File: src/design/nebs_pkg.sv
// Shared types and constants for the nearest-entry binary search block.
// No dependencies; used by every module in this folder.
`default_nettype none

package nebs_pkg;

	// Table geometry
	localparam int MAX_ENTRIES = 256;
	localparam int ADDR_W      = $clog2(MAX_ENTRIES);

	// Field widths fixed by the interface
	localparam int FREQ_W  = 32;
	localparam int INDEX_W = 8;
	localparam int CNT_W   = 9;

	// Shared subtractor works on signed values wide enough for a difference of distances
	localparam int OP_W = FREQ_W + 2;

	// Operation codes
	localparam logic OP_WRITE = 1'b0;
	localparam logic OP_QUERY = 1'b1;

	// Sequencer states
	typedef enum logic [2:0] {
		ST_IDLE,
		ST_FIRST,
		ST_LAST,
		ST_PROBE,
		ST_DLO,
		ST_DHI,
		ST_PICK,
		ST_OUT
	} state_t;

	// Status flags of the shared subtractor
	typedef struct packed {
		logic neg;
		logic zero;
	} sub_flags_t;

endpackage

`default_nettype wire

File: src/design/nebs_sub.sv
// Shared signed subtractor used for every compare and distance of the search.
// Depends on nebs_pkg for the operand width and flag struct.
`default_nettype none

module nebs_sub (
	input  wire logic signed [nebs_pkg::OP_W-1:0] a,
	input  wire logic signed [nebs_pkg::OP_W-1:0] b,
	output logic signed      [nebs_pkg::OP_W-1:0] diff,
	output nebs_pkg::sub_flags_t                  flags
);

	// Subtract and derive sign and zero
	always_comb begin
		diff       = a - b;
		flags.neg  = diff[nebs_pkg::OP_W-1];
		flags.zero = (diff == '0);
	end

endmodule

`default_nettype wire

File: src/design/nebs_ctrl.sv
// Search sequencer: holds the bounds, drives the table read port and the shared
// subtractor, and registers the result. Depends on nebs_pkg and nebs_sub.
`default_nettype none

module nebs_ctrl (
	input  wire logic                         clk,
	input  wire logic                         arst_n,
	input  wire logic                         in_valid,
	input  wire logic                         operation,
	input  wire logic [nebs_pkg::FREQ_W-1:0]  freq_value,
	input  wire logic [nebs_pkg::CNT_W-1:0]   entry_count,
	output logic                              in_stall,
	output logic [nebs_pkg::ADDR_W-1:0]       rd_addr,
	input  wire logic [nebs_pkg::FREQ_W-1:0]  rd_data,
	output logic                              out_valid,
	input  wire logic                         out_stall,
	output logic [nebs_pkg::INDEX_W-1:0]      nearest_index
);

	localparam int AW = nebs_pkg::ADDR_W;
	localparam int OW = nebs_pkg::OP_W;
	localparam int FW = nebs_pkg::FREQ_W;

	nebs_pkg::state_t state_q, state_nx;

	logic [FW-1:0]        f_q;
	logic [FW-1:0]        vlo_q;
	logic [FW-1:0]        vhi_q;
	logic [AW-1:0]        lo_q;
	logic [AW-1:0]        hi_q;
	logic [AW-1:0]        mid_q;
	logic [AW-1:0]        res_q;
	logic signed [OW-1:0] dlo_q;
	logic signed [OW-1:0] dhi_q;

	logic                 query_go;
	logic [AW-1:0]        hi_init;
	logic [AW-1:0]        mid_first;
	logic [AW-1:0]        nlo;
	logic [AW-1:0]        nhi;
	logic [AW-1:0]        nmid;
	logic                 span_gt1;
	logic                 nspan_gt1;
	logic [AW:0]          sum_first;
	logic [AW:0]          sum_next;

	logic signed [OW-1:0] sub_a;
	logic signed [OW-1:0] sub_b;
	logic signed [OW-1:0] sub_diff;
	nebs_pkg::sub_flags_t sub_flags;

	nebs_sub u_sub (
		.a     (sub_a),
		.b     (sub_b),
		.diff  (sub_diff),
		.flags (sub_flags)
	);

	assign query_go = in_valid && !in_stall && (operation == nebs_pkg::OP_QUERY);

	// Clamp the entry count to the table size, zero counts as one
	always_comb begin
		if (entry_count == '0) begin
			hi_init = '0;
		end else if (32'(entry_count) > nebs_pkg::MAX_ENTRIES) begin
			hi_init = AW'(nebs_pkg::MAX_ENTRIES - 1);
		end else begin
			hi_init = AW'(entry_count - 1'b1);
		end
	end

	// Midpoints and narrowed bounds for the probe step
	always_comb begin
		sum_first = {1'b0, lo_q} + {1'b0, hi_q};
		mid_first = sum_first[AW:1];
		span_gt1  = (hi_q - lo_q) > AW'(1);
		nlo       = lo_q;
		nhi       = hi_q;
		if (sub_flags.neg) begin
			nhi = mid_q;
		end else begin
			nlo = mid_q;
		end
		sum_next  = {1'b0, nlo} + {1'b0, nhi};
		nmid      = sum_next[AW:1];
		nspan_gt1 = (nhi - nlo) > AW'(1);
	end

	// Next state
	always_comb begin
		state_nx = state_q;
		unique case (state_q)
			nebs_pkg::ST_IDLE: begin
				if (query_go) begin
					state_nx = nebs_pkg::ST_FIRST;
				end
			end
			nebs_pkg::ST_FIRST: begin
				state_nx = sub_flags.neg ? nebs_pkg::ST_OUT : nebs_pkg::ST_LAST;
			end
			nebs_pkg::ST_LAST: begin
				if (!sub_flags.neg && !sub_flags.zero) begin
					state_nx = nebs_pkg::ST_OUT;
				end else if (span_gt1) begin
					state_nx = nebs_pkg::ST_PROBE;
				end else begin
					state_nx = nebs_pkg::ST_DLO;
				end
			end
			nebs_pkg::ST_PROBE: begin
				if (sub_flags.zero) begin
					state_nx = nebs_pkg::ST_OUT;
				end else if (nspan_gt1) begin
					state_nx = nebs_pkg::ST_PROBE;
				end else begin
					state_nx = nebs_pkg::ST_DLO;
				end
			end
			nebs_pkg::ST_DLO:  state_nx = nebs_pkg::ST_DHI;
			nebs_pkg::ST_DHI:  state_nx = nebs_pkg::ST_PICK;
			nebs_pkg::ST_PICK: state_nx = nebs_pkg::ST_OUT;
			nebs_pkg::ST_OUT: begin
				if (!out_stall) begin
					state_nx = nebs_pkg::ST_IDLE;
				end
			end
			default: state_nx = nebs_pkg::ST_IDLE;
		endcase
	end

	// Outputs: handshake, read address and subtractor operands
	always_comb begin
		in_stall  = (state_q != nebs_pkg::ST_IDLE);
		out_valid = (state_q == nebs_pkg::ST_OUT);
		rd_addr   = '0;
		sub_a     = $signed({{(OW-FW){1'b0}}, f_q});
		sub_b     = $signed({{(OW-FW){1'b0}}, rd_data});
		unique case (state_q)
			nebs_pkg::ST_IDLE:  rd_addr = '0;
			nebs_pkg::ST_FIRST: rd_addr = hi_q;
			nebs_pkg::ST_LAST:  rd_addr = mid_first;
			nebs_pkg::ST_PROBE: rd_addr = nmid;
			nebs_pkg::ST_DLO: begin
				sub_b = $signed({{(OW-FW){1'b0}}, vlo_q});
			end
			nebs_pkg::ST_DHI: begin
				sub_a = $signed({{(OW-FW){1'b0}}, vhi_q});
				sub_b = $signed({{(OW-FW){1'b0}}, f_q});
			end
			nebs_pkg::ST_PICK: begin
				sub_a = dlo_q;
				sub_b = dhi_q;
			end
			nebs_pkg::ST_OUT: rd_addr = '0;
			default:          rd_addr = '0;
		endcase
	end

	assign nearest_index = nebs_pkg::INDEX_W'(res_q);

	// Advance state
	always_ff @(posedge clk or negedge arst_n) begin
		if (!arst_n) begin
			state_q <= nebs_pkg::ST_IDLE;
		end else begin
			state_q <= state_nx;
		end
	end

	// Search datapath: bounds, bound values, distances, result
	always_ff @(posedge clk) begin
		case (state_q)
			nebs_pkg::ST_IDLE: begin
				if (query_go) begin
					f_q  <= freq_value;
					lo_q <= '0;
					hi_q <= hi_init;
				end
			end
			nebs_pkg::ST_FIRST: begin
				vlo_q <= rd_data;
				res_q <= '0;
			end
			nebs_pkg::ST_LAST: begin
				vhi_q <= rd_data;
				res_q <= hi_q;
				mid_q <= mid_first;
			end
			nebs_pkg::ST_PROBE: begin
				lo_q  <= nlo;
				hi_q  <= nhi;
				res_q <= mid_q;
				mid_q <= nmid;
				if (sub_flags.neg) begin
					vhi_q <= rd_data;
				end else begin
					vlo_q <= rd_data;
				end
			end
			nebs_pkg::ST_DLO: dlo_q <= sub_diff;
			nebs_pkg::ST_DHI: dhi_q <= sub_diff;
			nebs_pkg::ST_PICK: begin
				// lower neighbor wins only when strictly closer
				res_q <= sub_flags.neg ? lo_q : hi_q;
			end
			default: ;
		endcase
	end

endmodule

`default_nettype wire

File: config.mk
export PLATFORM = sky130hd
export DESIGN_NAME = nebs_ctrl
export DESIGN_NICKNAME = d
export VERILOG_FILES = /design/src/design/nebs_pkg.sv /design/src/design/nebs_sub.sv /design/src/design/nebs_ctrl.sv
export SDC_FILE = /design/constraint.sdc
export NUM_CORES = 1
export LEC_CHECK = 0
export BUFFER_PORTS_ARGS = -buffer_cell sky130_fd_sc_hd__buf_2
export CAP_MARGIN = 20
export CORE_MARGIN = 2
export CORE_UTILIZATION = 40
export CTS_CLUSTER_SIZE = 24
export DETAILED_ROUTE_END_ITERATION = 8
export MAX_ROUTING_LAYER = met4
export PLACE_DENSITY = 0.57
export SLEW_MARGIN = 30
export SYNTH_ARGS = -nofsm -noshare
export SYNTH_HDL_FRONTEND = slang
export SYNTH_SLANG_ARGS = --single-unit
File: constraint.sdc
create_clock -name clk -period 6.4 [get_ports clk]
set_input_delay 0.96 -clock clk [delete_from_list [all_inputs] [get_ports clk]]
set_output_delay 0.96 -clock clk [all_outputs]
set_load 0.01 [all_outputs]
Yosys cells after proc, flatten, opt, wreduce, memory -nomap -nowiden:

Index checks and enable logic that the tools add are counted.

* $add $sub $neg: 6
* order comparisons: 3
* eq/ne operators: 11
* multiplexer cells: 26
* reductions and logical operators: 19

Operators with widths (count)
* one-hot mux 32 bit (2 select lines): 2
* one-hot mux 34 bit (3 select lines): 1
* one-hot mux 34 bit (2 select lines): 1
* two-way mux 32 bit: 2
* two-way mux 8 bit: 7
* one-hot mux 8 bit (2 select lines): 3
* logical NOT 34 bit: 1
* subtractor 34 bit: 1
* one-hot mux 8 bit (4 select lines): 1
* one-hot mux 3 bit (8 select lines): 1
* one-hot mux 8 bit (3 select lines): 1
* two-way mux 3 bit: 7
* adder 8 x 8 -> 9 bit: 2
* > comparator 8 x 1 -> 1 bit, second input constant: 2
* subtractor 8 bit: 2
* == test 3 bit, second input constant: 4
* AND reduction 2 bit: 5
* > comparator 9 bit, second input constant: 1
* logical NOT 9 bit: 1
* != test 2 bit, second input constant: 4
* subtractor 8 x 1 -> 8 bit, second input constant: 1
* == test 3 x 2 -> 1 bit, second input constant: 2
* nonzero test 2 bit: 3
* nonzero test 4 bit: 1
* 5 further kinds: 9

* flip-flop bits (word level): 199
* input port bits: 78

Depth between registers and ports, before layout:

* depth after elaboration: 9
* gate-level depth with buffers: 31

By module:

A second synthesis with hierarchy kept.

* cell total of the unflattened synthesis: 1185
* area, all modules: 12244.2 µm²

By module, submodules not included
* nebs_ctrl: instances 1, cells each 889, area an instance 10272.4 µm², sequential area each 5960.7 µm²
* nebs_sub: instances 1, cells each 296, area an instance 1971.9 µm², sequential area each 0.0 µm²

Least setup slack after synthesis:

Ideal clock, no wire load.

* path type: register to output
* start point: register state_q[1]
* end point: output port rd_addr[6] (netlist bit)
* arrival: 5.715 ns
* setup slack: -0.275 ns
* stages on the path, launching flop included: 28
* buffers on the path: 4
* cell sequence: dfrtp_1 > clkbuf_1 > nor2_1 > nand2_1 > clkbuf_1 > o22ai_1 > a21oi_1 > ha_1 > nand2_1 > nor4_2 > a21oi_1 > and2_1 > o221a_2 > a211oi_4 > buf_4 > buf_4 > mux2i_1 > inv_1 > ha_1 > a21oi_1 > o21a_1 > o21bai_1 > a21oi_1 > o21bai_1 > a21oi_1 > xnor2_1 > a222oi_1 > nor2_1

* longest elaborated chain between the ends: 6
* elaborated cells between the ends (all ways): 13
* classes of those cells: add/sub: 2; eq/ne: 6; mux: 5

RTL lines
* start: declaration: RTL line nebs_ctrl.sv:24 `nebs_pkg::state_t state_q, state_nx;`
* start signal: assignment: RTL line nebs_ctrl.sv:164 `state_q <= nebs_pkg::ST_IDLE;`
* start signal: assignment: RTL line nebs_ctrl.sv:166 `state_q <= state_nx;`
* == test 3 bit: RTL line nebs_ctrl.sv:138 `unique case (state_q)`
* one-hot mux 34 bit (3 select lines) or one-hot mux 34 bit (2 select lines) (tied branches): RTL line nebs_ctrl.sv:138
* subtractor 34 bit (*): RTL line nebs_sub.sv:14 `diff = a - b;`
* named net sub_diff[33]: RTL line nebs_ctrl.sv:49 `logic signed [OW-1:0] sub_diff;`
* two-way mux 8 bit (*): RTL line nebs_ctrl.sv:79 `if (sub_flags.neg) begin`
* named net nlo[1]: RTL line nebs_ctrl.sv:39 `logic [AW-1:0] nlo;`
* adder 8 x 8 -> 9 bit (*): RTL line nebs_ctrl.sv:84 `sum_next = {1'b0, nlo} + {1'b0, nhi};`
* one-hot mux 8 bit (3 select lines) (*): RTL line nebs_ctrl.sv:138
* end: declaration: RTL line nebs_ctrl.sv:13 `output logic [nebs_pkg::ADDR_W-1:0] rd_addr,`

The timed path passes the listed nets; every way through them passes the cells marked *.

Worst setup path after layout:

* start point: register state_q[0]
* end point: output port rd_addr[7] (netlist bit)

* longest elaborated chain between the ends: 6
* elaborated cells between the ends (all ways): 13
* classes of those cells: add/sub: 2; eq/ne: 6; mux: 5

RTL lines (RTL line)
* == test 3 bit: nebs_ctrl.sv:138
* one-hot mux 34 bit (3 select lines) or one-hot mux 34 bit (2 select lines) (tied branches): nebs_ctrl.sv:138
* subtractor 34 bit: nebs_sub.sv:14
* two-way mux 8 bit: nebs_ctrl.sv:79
* adder 8 x 8 -> 9 bit: nebs_ctrl.sv:84
* one-hot mux 8 bit (3 select lines) (*): nebs_ctrl.sv:138

Mark *: on every way between the ends. The rest lies on a longest branch, timed or not.

==> flow_summary.toml <==
[sta]
relSlewSlack = 0.399
slew_viol_final = 0
min_period_over_period = 1.03
setup_violations = 5
fin_ws_ps = -161
tightest_slew_ps = 902
period_minus_slack_ps = 6560
finalHoldViolCount = 0
tns_ps = -538
fin_hold_ws_ps = 302
timing.fmax_mhz = 152
rsz0062_at_grt = "true"
skew_ps = 15.3

[synth]
ys_seq_area_frac = 0.485
ys_types = 88
synthTopCellsByCount = "edfxtp_1 (196), o21ai_0 (143), nand2_1 (113)"
syn-num-nets = 1354
syn_avg_cell_area_sq_um = 10.2
ys_ff_latch = 199
syn_area_sq_um = 12300
synth_top_area_share = 0.479
ys.flop_type = "edfxtp_1"
synth_area_leaders = "edfxtp_1 (48%), ha_1 (6.6%), o21ai_0 (5.8%), a21oi_1 (4.3%), nand2_1 (3.5%)"
synthCells = 1206
synth_top_area_cell = "edfxtp_1"
synth.most_common_cell = "edfxtp_1"
async_flop_share = 0.0151
ys_warn_count = 0
synth_edf_count = 196

[place]
gp_congestion = 0.963
placedCellCount = 1740
portBuffers = 95
dp_hpwl_mm = 26.1

[floorplan]
dieWidth_um = 179
core-area_sq_um = 30400
die_h_um = 179
num_rows = 64
die_area_sq_um = 32100
start_util = 0.404
ios = 96

[clock_network]
root_buffer = "clkbuf_16"
htreeDepth = 4
cts_sinks = 199
cts_tree = "built"
numCtsBuffers = 17
clk_pin_slew_worst_paths_ps = 70
clockBufferDepth = 2
clkLatencyLatePin_ps = 450

[global_route]
gr-total-overflow = 0
grt_max_degree = 34
grt_pass1_wl_mm = 54.7
grt_pass1_vias = 9743
grt_usage = 0.231
antenna_found_initial = 0

[finish]
final_cells = 1809
regArea_sq_um = 5960
area_delta_synth_final_pct = 23.5
n_antenna_cell = 0
finish.net_count = 1549
drive_gt1_frac = 0.262
final.fill_count = 2825
multi_input_comb_area_sq_um = 6250

[critical_path]
slowest_delay_ps = 460
worstPathMaxFanout = 7
path_class = "reg2out"
crit_arrival_ps = 5600
cp_common_cell = "buf_6"
cp_slowest_cell = "dfrtp_2"
setup.worst_path.end_class = "output port"
cp.required_ps = 5440
reg2reg_slack_ps = 240
crit_path_start_kind = "flip-flop"
r2r_cells = 37

[detailed_routing]
route.detailed.drc = 0
drt.antenna.violating_nets = 0
drtIter0Drc = 846
wl_per_cell_um = 19.6
via_per_inst = 5.63
dr.pass1.iters = 9
finalWirelength_mm = 35.5
vias = 10186

[flow_run]
cap_violations = 0

[worst_hold_path]
hold_path_class = "in2async"

[outcome]
violations = "negative setup slack"
status = "finished, violations left"
routing by layer:
layer  global-route usage  share of wire  up-vias  routed length, um
met5                    -              0        -                  0
met1                0.317           0.47     4933              16700
met4               0.0635          0.015        0                530
li1                     -              -     4937                  -
met3               0.0475          0.060       35               2120
met2                0.347           0.46      281              16200
stage by stage:
step | worst slack [ps] | util | instance area [sq um]
CTS | -80.1 | 0.489 | 14900
finish | -161 | 0.499 | 15200
detailed placement | 58.0 | 0.457 | 13900
global route | -441 | 0.499 | 15200
global placement | 127 | 0.455 | 13900
floorplan | 20.7 | - | 12300
kinds of logic (layout without fill, tap and decap cells):
kind of cell,after synthesis,after routing,synth area share
AO/OA/AOI/OAI,430,430,0.218
AND/OR/NAND/NOR,331,331,0.137
flip-flops,199,199,0.485
buffers and inverters,110,317,0.0350
adder cells (fa/ha/maj),72,72,0.0760
XOR/XNOR,35,35,0.0250
multiplexers,29,29,0.0245
state kept, by name, indices dropped and copies added, names as in the netlist:
| signal | flops |
|---|---|
| dhi_q | 34 |
| dlo_q | 34 |
| f_q | 32 |
| vhi_q | 32 |
| vlo_q | 32 |
| hi_q | 8 |
| lo_q | 8 |
| mid_q | 8 |
| nearest_index | 8 |
| state_q | 3 |
path summary, 6_finish.rpt:
check | startpoint | end
setup / recovery | state_q[0] | rd_addr[7]
hold / removal | arst_n | state_q[2]
setup reg to reg | state_q[0] | mid_q[6]
hold reg to reg | mid_q[4] | nearest_index[4]
max in group asynchronous | arst_n | state_q[1]
min in group clk | freq_value[4] | f_q[4]
layout make-up:
class / count / area share
repair buffers: 239 / 0.114
inverters: 47 / 0.0116
multi-input cells: 897 / 0.412
clock buffers: 17 / 0.0280
flip-flops and latches: 199 / 0.393
well taps: 396 / 0.0327
clock inverters: 14 / 0.00825
critical path, delay by kind of cell (launching register included):
kind / cells / cell delay (ps)
flip-flops: 1 / 460
buffers and inverters: 10 / 1260
AND/OR/NAND/NOR: 4 / 410
AO/OA/AOI/OAI: 15 / 2350
adder cells (fa/ha/maj): 3 / 690
what timing repair did:
item | 4_1_cts | 5_1_grt
hold buffers | 0 | 0
gates cloned | 0 | 1
resized for setup | 55 | 53
buffers inserted | 28 | 13
pin swaps | 14 | 22
endpoints found under the setup margin | 6 | 7
layout by cell type (no fill, tap or decap), types with 13 or more instances in the layout:
cell type    n
buf_2       95
a22oi_1     33
edfxtp_1   196
buf_6       18
o22ai_1     34
a21oi_2     13
a21oi_1     93
nand2b_1    35
o21ai_0    129
ha_1        60
nor2_1      64
nand2_2     13
inv_1       41
nor3_1      24
buf_4      118
a21o_1      20
mux2i_1     16
xnor2_1     22
clkbuf_16   18
nand2_1     99
o21ai_1     13
Power is not shown: default switching activity piles up to over one toggle a cycle in this logic, so the estimate is an artifact.
